`src/rtl/abbp_pkg.sv`:
```
`default_nettype none
package abbp_pkg;

  // Width of the internal address arithmetic. It holds a rounded cursor plus a
  // full 32-bit size without wrapping.
  localparam int CALC_W = 34;

  // Register indexes of the configuration port.
  localparam logic [1:0] REG_SPM_BASE    = 2'd0;
  localparam logic [1:0] REG_SPM_LIMIT   = 2'd1;
  localparam logic [1:0] REG_DEFAULT_ALN = 2'd2;

  // Register reset values.
  localparam logic [31:0] SPM_BASE_RST    = 32'd0;
  localparam logic [31:0] SPM_LIMIT_RST   = 32'd65536;
  localparam logic [15:0] DEFAULT_ALN_RST = 16'd64;

  // Result status codes.
  localparam logic [2:0] ST_OK           = 3'd0;
  localparam logic [2:0] ST_ALIGN_BAD    = 3'd1;
  localparam logic [2:0] ST_END_OVERFLOW = 3'd2;
  localparam logic [2:0] ST_CAPACITY     = 3'd3;
  localparam logic [2:0] ST_BAD_CONFIG   = 3'd4;
  localparam logic [2:0] ST_SKIPPED      = 3'd5;

  // Configuration seen by the placement unit.
  typedef struct packed {
    logic [31:0] base;
    logic [31:0] limit;
  } cfg_t;

  // A classified request waiting for placement.
  typedef struct packed {
    logic        first;
    logic [31:0] size;
    logic [15:0] align;
    logic        cfg_bad;
  } req_t;

  // A placed buffer waiting for its bank-line span.
  typedef struct packed {
    logic [31:0] offset;
    logic [32:0] biased;
    logic [15:0] align;
    logic [2:0]  status;
  } placed_t;

  // One finished result.
  typedef struct packed {
    logic [31:0] offset;
    logic [15:0] align;
    logic [25:0] bank_begin;
    logic [26:0] bank_limit;
    logic [2:0]  status;
  } result_t;

  // True when a value does not fit in an address of the given width.
  function automatic logic addr_over(input logic [CALC_W-1:0] value,
                                     input int unsigned bits);
    logic over;
    begin
      if (bits >= CALC_W) begin
        over = 1'b0;
      end else begin
        over = (value >> bits) != '0;
      end
      return over;
    end
  endfunction

endpackage
`default_nettype wire

```
`src/rtl/abbp_front.sv`:
```
`default_nettype none
module abbp_front #(
  parameter int ADDR_BITS = 32
) (
  input  wire logic                 clk,
  input  wire logic                 rst,
  input  wire logic                 push,
  output logic                      full,
  input  wire logic                 first_of_region,
  input  wire logic [31:0]          buffer_size,
  input  wire logic [15:0]          requested_alignment,
  input  wire logic                 cfg_write,
  input  wire logic [1:0]           cfg_index,
  input  wire logic [31:0]          cfg_data,
  output logic                      req_valid,
  input  wire logic                 req_take,
  output abbp_pkg::req_t            req,
  output abbp_pkg::cfg_t            cfg
);

  logic [31:0]    spm_base;
  logic [31:0]    spm_limit;
  logic [15:0]    default_alignment;
  abbp_pkg::req_t queue [2];
  logic           wr_ptr;
  logic           rd_ptr;
  logic [1:0]     count;
  logic           wr_en;
  abbp_pkg::req_t new_req;

  // Configuration registers.
  always_ff @(posedge clk) begin
    if (rst) begin
      spm_base          <= abbp_pkg::SPM_BASE_RST;
      spm_limit         <= abbp_pkg::SPM_LIMIT_RST;
      default_alignment <= abbp_pkg::DEFAULT_ALN_RST;
    end else if (cfg_write) begin
      case (cfg_index)
        abbp_pkg::REG_SPM_BASE:    spm_base <= cfg_data;
        abbp_pkg::REG_SPM_LIMIT:   spm_limit <= cfg_data;
        abbp_pkg::REG_DEFAULT_ALN: default_alignment <= cfg_data[15:0];
        default: ;
      endcase
    end
  end

  assign cfg.base  = spm_base;
  assign cfg.limit = spm_limit;

  // Classify the incoming request: effective alignment and configuration check.
  always_comb begin
    new_req.first   = first_of_region;
    new_req.size    = buffer_size;
    new_req.align   = (default_alignment > requested_alignment) ?
                      default_alignment : requested_alignment;
    new_req.cfg_bad = (spm_limit <= spm_base) || (default_alignment == '0) ||
                      abbp_pkg::addr_over(abbp_pkg::CALC_W'(spm_limit), ADDR_BITS);
  end

  // Two-entry request queue between intake and placement.
  assign full      = count == 2'd2;
  assign req_valid = count != 2'd0;
  assign wr_en     = push && !full;
  assign req       = queue[rd_ptr];

  always_ff @(posedge clk) begin
    if (wr_en) begin
      queue[wr_ptr] <= new_req;
    end
  end

  always_ff @(posedge clk) begin
    if (rst) begin
      wr_ptr <= 1'b0;
      rd_ptr <= 1'b0;
      count  <= 2'd0;
    end else begin
      if (wr_en) begin
        wr_ptr <= !wr_ptr;
      end
      if (req_take) begin
        rd_ptr <= !rd_ptr;
      end
      case ({wr_en, req_take})
        2'b10:   count <= count + 2'd1;
        2'b01:   count <= count - 2'd1;
        default: count <= count;
      endcase
    end
  end

endmodule
`default_nettype wire

```
`src/rtl/abbp_place.sv`:
```
`default_nettype none
module abbp_place #(
  parameter int ADDR_BITS       = 32,
  parameter int BANK_LINE_BYTES = 64
) (
  input  wire logic               clk,
  input  wire logic               rst,
  input  wire logic               req_valid,
  output logic                    req_take,
  input  wire abbp_pkg::req_t     req,
  input  wire abbp_pkg::cfg_t     cfg,
  output logic                    placed_valid,
  input  wire logic               placed_ready,
  output abbp_pkg::placed_t       placed
);

  localparam int CW = abbp_pkg::CALC_W;

  localparam logic [2:0] S_IDLE  = 3'd0;
  localparam logic [2:0] S_DIV   = 3'd1;
  localparam logic [2:0] S_ALIGN = 3'd2;
  localparam logic [2:0] S_END   = 3'd3;
  localparam logic [2:0] S_CHECK = 3'd4;
  localparam logic [2:0] S_SEND  = 3'd5;

  logic [2:0]    state;
  logic          failed;
  logic [31:0]   cursor;
  logic [31:0]   start;
  logic [31:0]   dividend;
  logic [15:0]   rem;
  logic [4:0]    cnt;
  logic [31:0]   size;
  logic [15:0]   align;
  logic [CW-1:0] aligned;
  logic [CW-1:0] end_addr;
  logic [32:0]   biased_out;
  logic [2:0]    status;
  logic [16:0]   trial;
  logic          fits;
  logic [CW-1:0] biased;

  assign req_take     = (state == S_IDLE) && req_valid;
  assign placed_valid = state == S_SEND;

  assign placed.offset = aligned[31:0];
  assign placed.biased = biased_out;
  assign placed.align  = align;
  assign placed.status = status;

  // One restoring division step of the cursor by the alignment.
  assign trial  = {rem, dividend[31]};
  assign fits   = trial >= {1'b0, align};
  assign biased = end_addr + CW'(BANK_LINE_BYTES - 1);

  // Placement sequencer: remainder, round up, end address, range checks.
  always_ff @(posedge clk) begin
    if (rst) begin
      state  <= S_IDLE;
      failed <= 1'b0;
      cursor <= '0;
    end else begin
      case (state)
        S_IDLE: begin
          if (req_valid) begin
            start    <= req.first ? cfg.base : cursor;
            dividend <= req.first ? cfg.base : cursor;
            rem      <= '0;
            cnt      <= '0;
            size     <= req.size;
            align    <= req.align;
            if (failed) begin
              status <= abbp_pkg::ST_SKIPPED;
              state  <= S_SEND;
            end else if (req.cfg_bad) begin
              status <= abbp_pkg::ST_BAD_CONFIG;
              failed <= 1'b1;
              state  <= S_SEND;
            end else begin
              if (req.first) begin
                cursor <= cfg.base;
              end
              state <= S_DIV;
            end
          end
        end
        S_DIV: begin
          rem      <= fits ? 16'(trial - {1'b0, align}) : trial[15:0];
          dividend <= {dividend[30:0], 1'b0};
          cnt      <= cnt + 5'd1;
          if (cnt == 5'd31) begin
            state <= S_ALIGN;
          end
        end
        S_ALIGN: begin
          aligned <= (rem == '0) ? CW'(start) : CW'(start) + CW'(align - rem);
          state   <= S_END;
        end
        S_END: begin
          if (abbp_pkg::addr_over(aligned, ADDR_BITS)) begin
            status <= abbp_pkg::ST_ALIGN_BAD;
            failed <= 1'b1;
            state  <= S_SEND;
          end else begin
            end_addr <= aligned + CW'(size);
            state    <= S_CHECK;
          end
        end
        S_CHECK: begin
          state <= S_SEND;
          if (abbp_pkg::addr_over(end_addr, ADDR_BITS)) begin
            status <= abbp_pkg::ST_END_OVERFLOW;
            failed <= 1'b1;
          end else if ((aligned < CW'(cfg.base)) || (end_addr > CW'(cfg.limit))) begin
            status <= abbp_pkg::ST_CAPACITY;
            failed <= 1'b1;
          end else if (abbp_pkg::addr_over(biased, ADDR_BITS)) begin
            status <= abbp_pkg::ST_END_OVERFLOW;
            failed <= 1'b1;
          end else begin
            status     <= abbp_pkg::ST_OK;
            cursor     <= end_addr[31:0];
            biased_out <= biased[32:0];
          end
        end
        S_SEND: begin
          if (placed_ready) begin
            state <= S_IDLE;
          end
        end
        default: state <= S_IDLE;
      endcase
    end
  end

endmodule
`default_nettype wire

```
`src/rtl/abbp_bank.sv`:
```
`default_nettype none
module abbp_bank #(
  parameter int BANK_LINE_BYTES = 64
) (
  input  wire logic               clk,
  input  wire logic               rst,
  input  wire logic               placed_valid,
  output logic                    placed_ready,
  input  wire abbp_pkg::placed_t  placed,
  output logic                    empty,
  input  wire logic               pop,
  output abbp_pkg::result_t       result
);

  // Dividends are at most 33 bits wide. The quotient by the line size is the
  // product with a rounded-up reciprocal, shifted right by SH bits.
  localparam int DW = 33;
  localparam int LB = $clog2(BANK_LINE_BYTES);
  localparam int SH = DW + LB;
  localparam int CW = 17;
  localparam int PW = DW + 2 * CW + LB;
  localparam logic [63:0] RECIP = ((64'd1 << SH) + 64'(BANK_LINE_BYTES - 1)) /
                                  64'(BANK_LINE_BYTES);
  localparam logic [CW-1:0] RECIP_HI = RECIP[2*CW-1:CW];
  localparam logic [CW-1:0] RECIP_LO = RECIP[CW-1:0];

  localparam logic [1:0] S_IDLE = 2'd0;
  localparam logic [1:0] S_HI   = 2'd1;
  localparam logic [1:0] S_LO   = 2'd2;
  localparam logic [1:0] S_WR   = 2'd3;

  logic [1:0]        state;
  logic [DW-1:0]     xa;
  logic [DW-1:0]     xb;
  logic [CW-1:0]     coef;
  logic [DW+CW-1:0]  prod_a;
  logic [DW+CW-1:0]  prod_b;
  logic [PW-1:0]     pa;
  logic [PW-1:0]     pb;
  logic [31:0]       offset;
  logic [15:0]       align;
  abbp_pkg::result_t queue [2];
  logic              wr_ptr;
  logic              rd_ptr;
  logic [1:0]        count;
  logic              wr_en;
  abbp_pkg::result_t wr_data;
  logic              rd_en;
  logic              accept;

  assign placed_ready = (state == S_IDLE) && (count != 2'd2);
  assign accept       = placed_valid && placed_ready;

  // Start and end are multiplied side by side, upper reciprocal half first.
  assign coef   = (state == S_HI) ? RECIP_HI : RECIP_LO;
  assign prod_a = (DW+CW)'(xa) * (DW+CW)'(coef);
  assign prod_b = (DW+CW)'(xb) * (DW+CW)'(coef);

  always_ff @(posedge clk) begin
    if (rst) begin
      state <= S_IDLE;
    end else begin
      case (state)
        S_IDLE: begin
          if (accept && (placed.status == abbp_pkg::ST_OK)) begin
            xa     <= DW'(placed.offset);
            xb     <= placed.biased;
            offset <= placed.offset;
            align  <= placed.align;
            state  <= S_HI;
          end
        end
        S_HI: begin
          pa    <= PW'(prod_a);
          pb    <= PW'(prod_b);
          state <= S_LO;
        end
        S_LO: begin
          pa    <= (pa << CW) + PW'(prod_a);
          pb    <= (pb << CW) + PW'(prod_b);
          state <= S_WR;
        end
        S_WR: begin
          state <= S_IDLE;
        end
        default: state <= S_IDLE;
      endcase
    end
  end

  // Results enter the output queue: errors at once, placements when multiplied.
  always_comb begin
    wr_en   = 1'b0;
    wr_data = '0;
    if ((state == S_IDLE) && accept && (placed.status != abbp_pkg::ST_OK)) begin
      wr_en          = 1'b1;
      wr_data.status = placed.status;
    end else if (state == S_WR) begin
      wr_en              = 1'b1;
      wr_data.offset     = offset;
      wr_data.align      = align;
      wr_data.bank_begin = pa[SH +: 26];
      wr_data.bank_limit = pb[SH +: 27];
      wr_data.status     = abbp_pkg::ST_OK;
    end
  end

  // Two-entry output queue; one waiting beat does not block the next placement, a full queue does.
  assign empty  = count == 2'd0;
  assign rd_en  = pop && !empty;
  assign result = queue[rd_ptr];

  always_ff @(posedge clk) begin
    if (wr_en) begin
      queue[wr_ptr] <= wr_data;
    end
  end

  always_ff @(posedge clk) begin
    if (rst) begin
      wr_ptr <= 1'b0;
      rd_ptr <= 1'b0;
      count  <= 2'd0;
    end else begin
      if (wr_en) begin
        wr_ptr <= !wr_ptr;
      end
      if (rd_en) begin
        rd_ptr <= !rd_ptr;
      end
      case ({wr_en, rd_en})
        2'b10:   count <= count + 2'd1;
        2'b01:   count <= count - 2'd1;
        default: count <= count;
      endcase
    end
  end

endmodule
`default_nettype wire

```
`src/rtl/aligned_bump_buffer_placer_core.sv`:
```
// An accepted request passes the request queue, the 32-step remainder, the
// placement states and the line multiply (upper, then lower half) to its result beat.
// The placement unit takes no new request until it has sent the last one;
// skipped and invalid-configuration requests bypass the remainder unit.
// Reset: synchronous rst empties both queues, clears cursor and the failure
// flag, and loads the register reset values.
`default_nettype none
module aligned_bump_buffer_placer_core #(
  parameter int ADDR_BITS       = 32,
  parameter int BANK_LINE_BYTES = 64
) (
  input  wire logic        clk,
  input  wire logic        rst,
  input  wire logic        push,
  output logic             full,
  input  wire logic        first_of_region,
  input  wire logic [31:0] buffer_size,
  input  wire logic [15:0] requested_alignment,
  output logic             empty,
  input  wire logic        pop,
  output logic [31:0]      placed_offset,
  output logic [15:0]      alignment_used,
  output logic [25:0]      bank_begin,
  output logic [26:0]      bank_limit,
  output logic [2:0]       status,
  input  wire logic        cfg_write,
  input  wire logic [1:0]  cfg_index,
  input  wire logic [31:0] cfg_data
);

  logic              req_valid;
  logic              req_take;
  abbp_pkg::req_t    req;
  abbp_pkg::cfg_t    cfg;
  logic              placed_valid;
  logic              placed_ready;
  abbp_pkg::placed_t placed;
  abbp_pkg::result_t result;

  // Intake, configuration and request queue.
  abbp_front #(
    .ADDR_BITS(ADDR_BITS)
  ) u_front (
    .clk                 (clk),
    .rst                 (rst),
    .push                (push),
    .full                (full),
    .first_of_region     (first_of_region),
    .buffer_size         (buffer_size),
    .requested_alignment (requested_alignment),
    .cfg_write           (cfg_write),
    .cfg_index           (cfg_index),
    .cfg_data            (cfg_data),
    .req_valid           (req_valid),
    .req_take            (req_take),
    .req                 (req),
    .cfg                 (cfg)
  );

  // Cursor rounding and range checks.
  abbp_place #(
    .ADDR_BITS       (ADDR_BITS),
    .BANK_LINE_BYTES (BANK_LINE_BYTES)
  ) u_place (
    .clk          (clk),
    .rst          (rst),
    .req_valid    (req_valid),
    .req_take     (req_take),
    .req          (req),
    .cfg          (cfg),
    .placed_valid (placed_valid),
    .placed_ready (placed_ready),
    .placed       (placed)
  );

  // Bank-line span and result queue.
  abbp_bank #(
    .BANK_LINE_BYTES (BANK_LINE_BYTES)
  ) u_bank (
    .clk          (clk),
    .rst          (rst),
    .placed_valid (placed_valid),
    .placed_ready (placed_ready),
    .placed       (placed),
    .empty        (empty),
    .pop          (pop),
    .result       (result)
  );

  assign placed_offset  = result.offset;
  assign alignment_used = result.align;
  assign bank_begin     = result.bank_begin;
  assign bank_limit     = result.bank_limit;
  assign status         = result.status;

endmodule
`default_nettype wire
```
`config.mk`:
```
export PLATFORM = sky130hd
export DESIGN_NAME = aligned_bump_buffer_placer_core
export DESIGN_NICKNAME = d
export VERILOG_FILES = /design/src/rtl/abbp_pkg.sv /design/src/rtl/abbp_front.sv /design/src/rtl/abbp_place.sv /design/src/rtl/abbp_bank.sv /design/src/rtl/aligned_bump_buffer_placer_core.sv
export SDC_FILE = /design/constraint.sdc
export NUM_CORES = 1
export LEC_CHECK = 0
export ABC_AREA = 1
export BUFFER_PORTS_ARGS = -buffer_cell sky130_fd_sc_hd__buf_2
export CAP_MARGIN = 20
export CORE_ASPECT_RATIO = 1.1
export CORE_MARGIN = 2
export CORE_UTILIZATION = 35
export CTS_CLUSTER_SIZE = 12
export DETAILED_ROUTE_END_ITERATION = 16
export PLACE_DENSITY = 0.55
export SETUP_SLACK_MARGIN = 0.1
export SKIP_CTS_REPAIR_TIMING = 1
export SLEW_MARGIN = 10
export SYNTH_ARGS = -nofsm -noshare
export SYNTH_HDL_FRONTEND = slang
export SYNTH_HIERARCHICAL = 1
export SYNTH_SLANG_ARGS = --single-unit
```
`constraint.sdc`:
```
create_clock -name clk -period 8.9 [get_ports clk]
set_clock_uncertainty 0.1 [all_clocks]
set_input_delay 0.89 -clock clk [delete_from_list [all_inputs] [get_ports clk]]
set_output_delay 0.89 -clock clk [all_outputs]
set_load 0.02 [all_outputs]
```
==> results of run 1 <==
-- state kept, by name (all words and copies together) (netlist names), 33 cells and up, named ones only --
register / count
u_bank/pa: 49
u_bank/pb: 50
u_bank/queue: 208
u_bank/xb: 33
u_front/queue: 100
u_place/aligned: 34
u_place/biased_out: 33
u_place/end_addr: 34
-- report_power, final --
| group | switching [mW] | internal [mW] |
|---|---|---|
| Combinational | 4.12 | 2.09 |
| Clock | 1.69 | 2.38 |
| Sequential | 0.399 | 5.35 |
| Total | 6.20 | 9.82 |
-- cells in the mapped netlist, types with 6 or more instances --
cell type / number
edfxtp_1: 725
nand4_1: 44
clkbuf_1: 61
nand2_1: 1110
nor3_2: 8
mux2_2: 154
o21a_1: 8
a21oi_1: 288
buf_1: 10
dfxtp_1: 128
xor2_1: 65
nor2_2: 14
nand3_1: 168
a21boi_0: 8
nand2_2: 34
a31oi_1: 15
fa_1: 6
buf_2: 36
nor4_1: 15
buf_4: 42
or2_2: 8
a21o_1: 17
inv_1: 561
inv_2: 8
ha_1: 251
o21ai_0: 219
nor3_1: 42
nand3b_1: 12
mux2i_1: 14
xnor2_1: 54
o21ai_1: 7
o21bai_1: 16
and2_1: 6
nor2_1: 516
-- worst max-delay path: cells and delay by family (launching register included) --
kind                       cells  cell delay, ns
buffers and inverters          2            0.48
DFF                            1            0.45
AOI/OAI and AO/OA              8            1.87
adders and majority gates      3            1.13
and+or+nand+nor                4            0.44
-- layer usage --
| layer | GRT usage (%) | vias to the layer above | wire length, um |
|---|---|---|---|
| met5 | 0 | - | 50 |
| met4 | 4.63 | 8 | 2980 |
| met3 | 2.62 | 173 | 6280 |
| met2 | 31.3 | 849 | 59100 |
| met1 | 25.9 | 15500 | 57900 |
| li1 | - | 16300 | - |
-- worst max path at each step --
stage | from | to | slack [ns]
floorplan | rst | u_place/align[0] | 1.59
global placement | u_place/rem[0] | u_place/aligned[30] | 4.18
detailed placement | u_place/rem[0] | u_place/aligned[30] | 4.16
CTS | u_place/rem[0] | u_place/aligned[30] | 4.17
global route | u_place/rem[0] | u_place/aligned[30] | 3.76
finish | u_place/rem[0] | u_place/aligned[30] | 4.17
-- kinds of logic (layout without fill, tap and decap cells) --
group	after synthesis	count (layout)	share of synthesized area [%]
XOR/XNOR	119	119	2.31
adder cells (fa/ha/maj)	257	257	7.21
multiplexers	168	168	4.15
flip-flops	853	853	53.8
buffers and inverters	727	981	6.58
other	0	4	0
AO/OA/AOI/OAI	611	611	7.35
AND/OR/NAND/NOR	2009	2009	18.6
-- layout make-up --
cell class | count | area [um2] | area share (%)
Sequential cell | 853 | 24300 | 47.6
Multi-Input combinational cell | 3164 | 18000 | 35.2
Clock buffer | 128 | 2580 | 5.05
Inverter | 572 | 2150 | 4.20
Tap cell | 1680 | 2100 | 4.11
Timing Repair Buffer | 231 | 1260 | 2.47
Clock inverter | 50 | 671 | 1.31
Antenna cell | 4 | 10.0 | 0.0196
==> results.txt, run 1 <==
----------------------------------------------------
[Synth]
  Number of enable-type register cells in the synthesized netlist ... 725
  Number of distinct standard cells referenced by the synthesized netlist ... 64
  Portion of synthesized cell area occupied by the leading cell type ... 48.2%
  Total of flip-flops plus latches after synthesis ... 853
  Synth top area cells ... edfxtp_1 (48%), nand2_1 (9.2%), ha_1 (6.9%)
  Sequential share of the synthesized area ... 53.8%
  Post-synthesis instance area ... 0.0452 mm2
  Prevailing post-synth register cell ... edfxtp_1
  Biggest area consumer among synthesized cells ... edfxtp_1
  Post-synthesis async set-or-reset flop share ... 0%
  Synthesis Warnings ... 6
  Synthesized netlist cell count ... 4744
  Nets in the synthesized netlist ... 5089
  Avg Inst Size Synth ... 9.53 um2

[CTS]
  TritonCTS clock tree ... done
  Clock Latency Late Sink ... 0.70 ns
  Cts bufs inserted ... 96
  CTS Buffer Depth ... 3
  Clk Tree Root Cell ... clkbuf_16
  H-tree level count ... 3
  Worst-path clk slew ... 0.06 ns
  Clock tree sinks ... 853

[Flow run]
  Total of max-cap violations ... 0

[Power]
  Leak pwr ... 20.8 nW
  Design Power ... 16.0 mW
  Peak supply drop ... 0.192 mV
  PD cells ... 314 mW/mm2

[STA]
  RSZ-0062 raised after global routing ... false
  Slew Limit Headroom ... 30.9%
  Setup tns final ... 0 ns
  Worst path setup slack after routing ... 4.17 ns
  Min Hold Slack ... 0.272 ns
  Final number of hold-violating endpoints ... 0
  Crit share post-route ... 53.1%
  Final count of pins violating max slew ... 0
  Final count of negative-setup-slack endpoints ... 0
  Fin crit period ... 4.73 ns
  Fmax ... 212 MHz
  Worst slew pin tran ... 1.04 ns

[Setup path]
  CP Class ... reg2reg
  Element type at the critical path start ... flop
  Critical path data arrival time ... 5.07 ns
  Required time worst endpoint ... 9.24 ns
  Reg-to-reg slack, setup ... 4.17 ns
  Kind of capture point of the worst setup path ... flop
  CP max stage cell ... ha_1
  Crit path cell chain ... ha_1 -> fa_1 -> o21ai_1 -> a21oi_1 -> o21ai_1 -> nand3_1 -> nand2_1 -> inv_1 -> ha_1 -> a21oi_1 -> o21ai_0 -> a21boi_0 -> inv_1 -> a21oi_1 -> nand2_1 -> nand2_1 -> a31oi_1
  Reg2Reg Capture Point ... u_place/aligned[30]
  FF-to-FF Start ... u_place/rem[0]
  Slowest stage delay, CP ... 0.49 ns
  Top fanout value on the critical path ... 19
  Logic depth of the worst register-to-register path ... 17

[Drt]
  Initial DRC Count ... 2286
  Total number of vias ... 32800
  Via/cell ratio ... 4.91
  Residual antenna-violating net count after detailed routing ... 0
  Post-detailed-route wirelength per cell ... 18.9 um
  Remaining routing DRC violations ... 0
  Iteration count of the initial detailed-routing pass ... 5
  Final WL ... 126000 um

[Layout]
  Area growth from synthesis to layout ... 13.0%
  Most frequent standard cell in the layout excluding fill and tap cells ... nand2_1
  Share of the core filled with cells in the final layout ... 39.8%
  Area of all placed cells without fillers ... 0.0511 mm2
  Fillers ... 12800
  Number of cells in the finished layout apart from fillers ... 6682
  Commonest cells after routing, fill and taps aside ... nand2_1 (1110), edfxtp_1 (725), inv_1 (559)
  Final net count ... 5263
  Share of cells above drive strength 1 ... 12.8%

[Floorplanning]
  Ports ... 194
  Die extent in y ... 381 um
  Overall die area ... 0.132 mm2
  Placement row count ... 138
  Core region area ... 0.128 mm2
  Die outline width ... 347 um
  Starting density of the core ... 35.2%

[Placed design]
  Dpl hpwl ... 95600 um
  Final weighted congestion of routability-driven global placement ... 0.962
  Cell Count Post-Placement ... 6499
  Total cell area at the placement stage ... 0.0478 mm2
  Worst slack after detailed placement ... 4.16 ns
  Quantity of I/O buffers inserted on ports ... 193

[Worst hold path]
  Class of the most critical hold timing path ... in2reg
  Min-delay src ... buffer_size[14]
  Endpoint of the worst hold-timing path ... u_front/queue[0][31]
  WHS Path Cells ... 1

[Global routing]
  Remaining global-route overflow ... 0
  First-pass GRT wire length ... 192000 um
  Number of global-route vias before repair ... 31800
  Overall global routing resource usage ... 18.9%
  Number of antenna violations at the first check in global routing ... 12
  Largest net degree at the start of global routing ... 86

[Outcome]
  Status ... complete, no violations

----------------------------------------------------
No activity file was read; power rests on OpenSTA's default activity.
==> run 2, diff against run 1 <==
==> constraint.sdc (replaced) <==
create_clock -name clk -period 4.95 [get_ports clk]
set_clock_uncertainty 0.1 [all_clocks]
set_input_delay 0.495 -clock clk [delete_from_list [all_inputs] [get_ports clk]]
set_output_delay 0.495 -clock clk [all_outputs]
set_load 0.02 [all_outputs]
==> run 2 against run 1 <==
Cell count grew 0.82%. Power increased by 77%. Worst hold slack worse by 0.27 ns. Global-route usage about the same. Via count decreased by 0.35%. Sequential share of layout area is 0.40 points lower. Utilization up 0.34 points. Combinational power increased by 82%. Critical path depth up 1. Clock power grew 68%. Critical path type unchanged. Non-clock buffer count up 61. Wire length decreased by 0.28%.
==> results.txt, run 2 (synthesis results as in run 1) <==
----------------------------------------------------
[Drt]
  Total number of vias ... 32700
  Via/cell ratio ... 4.86
  Final WL ... 126000 um
  Remaining routing DRC violations ... 0
  Iteration count of the initial detailed-routing pass ... 5
  Residual antenna-violating net count after detailed routing ... 0
  Initial DRC Count ... 2068
  Post-detailed-route wirelength per cell ... 18.7 um

[Floorplanning]
  Placement row count ... 138
  Overall die area ... 0.132 mm2
  Core region area ... 0.128 mm2
  Die outline width ... 347 um
  Die extent in y ... 381 um
  Starting density of the core ... 35.2%
  Ports ... 194

[STA]
  Setup tns final ... 0 ns
  RSZ-0062 raised after global routing ... false
  Crit share post-route ... 88.3%
  Worst path setup slack after routing ... 0.579 ns
  Final count of pins violating max slew ... 0
  Final number of hold-violating endpoints ... 0
  Fmax ... 229 MHz
  Fin crit period ... 4.37 ns
  Final count of negative-setup-slack endpoints ... 0
  Slew Limit Headroom ... 28.8%
  Worst slew pin tran ... 1.07 ns

[Setup path]
  Critical path data arrival time ... 4.71 ns
  Top fanout value on the critical path ... 19
  Element type at the critical path start ... flop
  Kind of capture point of the worst setup path ... flop
  CP Class ... reg2reg
  Required time worst endpoint ... 5.29 ns
  FF-to-FF Start ... u_place/rem[0]
  Logic depth of the worst register-to-register path ... 18
  Reg-to-reg slack, setup ... 0.58 ns
  Reg2Reg Capture Point ... u_place/aligned[31]

[Layout]
  Share of cells above drive strength 1 ... 12.6%
  Area of all placed cells without fillers ... 0.0515 mm2
  Number of cells in the finished layout apart from fillers ... 6737
  Commonest cells after routing, fill and taps aside ... nand2_1 (1110), edfxtp_1 (725), inv_1 (559)
  Biggest regs ... u_bank/queue x208, u_front/queue x100, u_bank/pb x50
  Largest reg by FF count ... u_bank/queue
  Area growth from synthesis to layout ... 14.0%
  Most frequent standard cell in the layout excluding fill and tap cells ... nand2_1
  Number of flip-flops in the largest register ... 208
  Final net count ... 5323

[Placed design]
  Quantity of I/O buffers inserted on ports ... 193
  Dpl hpwl ... 97200 um
  Worst slack after detailed placement ... 0.588 ns
  Cell Count Post-Placement ... 6505
  Final weighted congestion of routability-driven global placement ... 0.916
  Total cell area at the placement stage ... 0.0479 mm2

[Worst hold path]
  Endpoint of the worst hold-timing path ... u_front/spm_limit[11]
  WHS Path Cells ... 3
  Class of the most critical hold timing path ... in2reg
  Min-delay src ... cfg_data[11]

[Global routing]
  Number of antenna violations at the first check in global routing ... 10
  Number of global-route vias before repair ... 32100
  Remaining global-route overflow ... 0
  First-pass GRT wire length ... 191000 um
  Largest net degree at the start of global routing ... 86
  Overall global routing resource usage ... 18.8%

[Power]
  Leak pwr ... 20.9 nW
  Peak supply drop ... 0.297 mV
  PD cells ... 552 mW/mm2

[CTS]
  Clock Latency Late Sink ... 0.71 ns
  Cts bufs inserted ... 95
  H-tree level count ... 3
  TritonCTS clock tree ... done
  Clk Tree Root Cell ... clkbuf_16
  Clock tree sinks ... 853
  CTS Buffer Depth ... 3
  Worst-path clk slew ... 0.06 ns

[Outcome]
  Status ... complete, no violations

[Flow run]
  Total of max-cap violations ... 0

----------------------------------------------------
==> run 2: worst max-delay path: stages, from the launching register on <==
cell and delay, ns:
edfxtp_1 0.45, ha_1 0.23, fa_1 0.40, o21ai_1 0.22, a21oi_1 0.14, o21ai_1 0.29, nand3_1 0.11, nand2_1 0.15
inv_1 0.05, buf_4 0.21, ha_1 0.39, nand2_1 0.13, o21ai_0 0.39, inv_1 0.09, o21ai_0 0.27, a21oi_1 0.14
a21o_1 0.19, nand3_1 0.05, o21ai_0 0.08
==> run 2: worst max-delay path by stage <==
stage	from	to	slack, ns	cells after the start
finish	u_place/rem[0]	u_place/aligned[31]	0.58	18
CTS	u_place/rem[0]	u_place/aligned[23]	0.56	17
global placement	u_place/rem[0]	u_place/aligned[27]	0.59	18
floorplan	u_place/state[1]	u_place/align[0]	0.50	5
global route	u_place/rem[0]	u_place/aligned[27]	0.17	18
detailed placement	u_place/rem[0]	u_place/aligned[23]	0.59	17
==> run 2: power breakdown <==
part           switching (mW)  total (mW)  internal [mW]
logic                    7.41        11.3           3.86
clock network            2.97        6.83           3.86
registers               0.718        10.3           9.61
total                    11.1        28.4           17.3
==> run 2: final cells by class <==
class | instances | area (um2)
fill | 12800 | 76900
sequential | 853 | 24300
multi-input combinational | 3164 | 18000
clock buffer | 129 | 2560
inverter | 572 | 2150
tap | 1680 | 2100
timing repair buffer | 292 | 1930
clock inverter | 45 | 455
antenna | 2 | 5.00
==> run 2: metrics by stage <==
step	power, mW	utilization [%]	hold WS (ns)
6_report	28.4	40.1	0.00367
5_1_grt	30.4	40.1	0.00123
4_1_cts	28.6	39.7	-0.170
3_5_place_dp	21.7	37.3	0.307
3_3_place_gp	21.7	37.3	0.305
2_1_floorplan	18.3	-	0.300
==> run 2: metal layers <==
| metal | wire length, um | up-vias | global-route usage, % | part of all wire (%) |
|---|---|---|---|---|
| met4 | 3910 | 8 | 6.11 | 3.1 |
| met3 | 6160 | 195 | 3.31 | 4.9 |
| li1 | - | 16400 | - | - |
| met5 | 169 | - | 0.729 | 0.13 |
| met2 | 59100 | 727 | 31.3 | 47 |
| met1 | 56600 | 15400 | 24.8 | 45 |
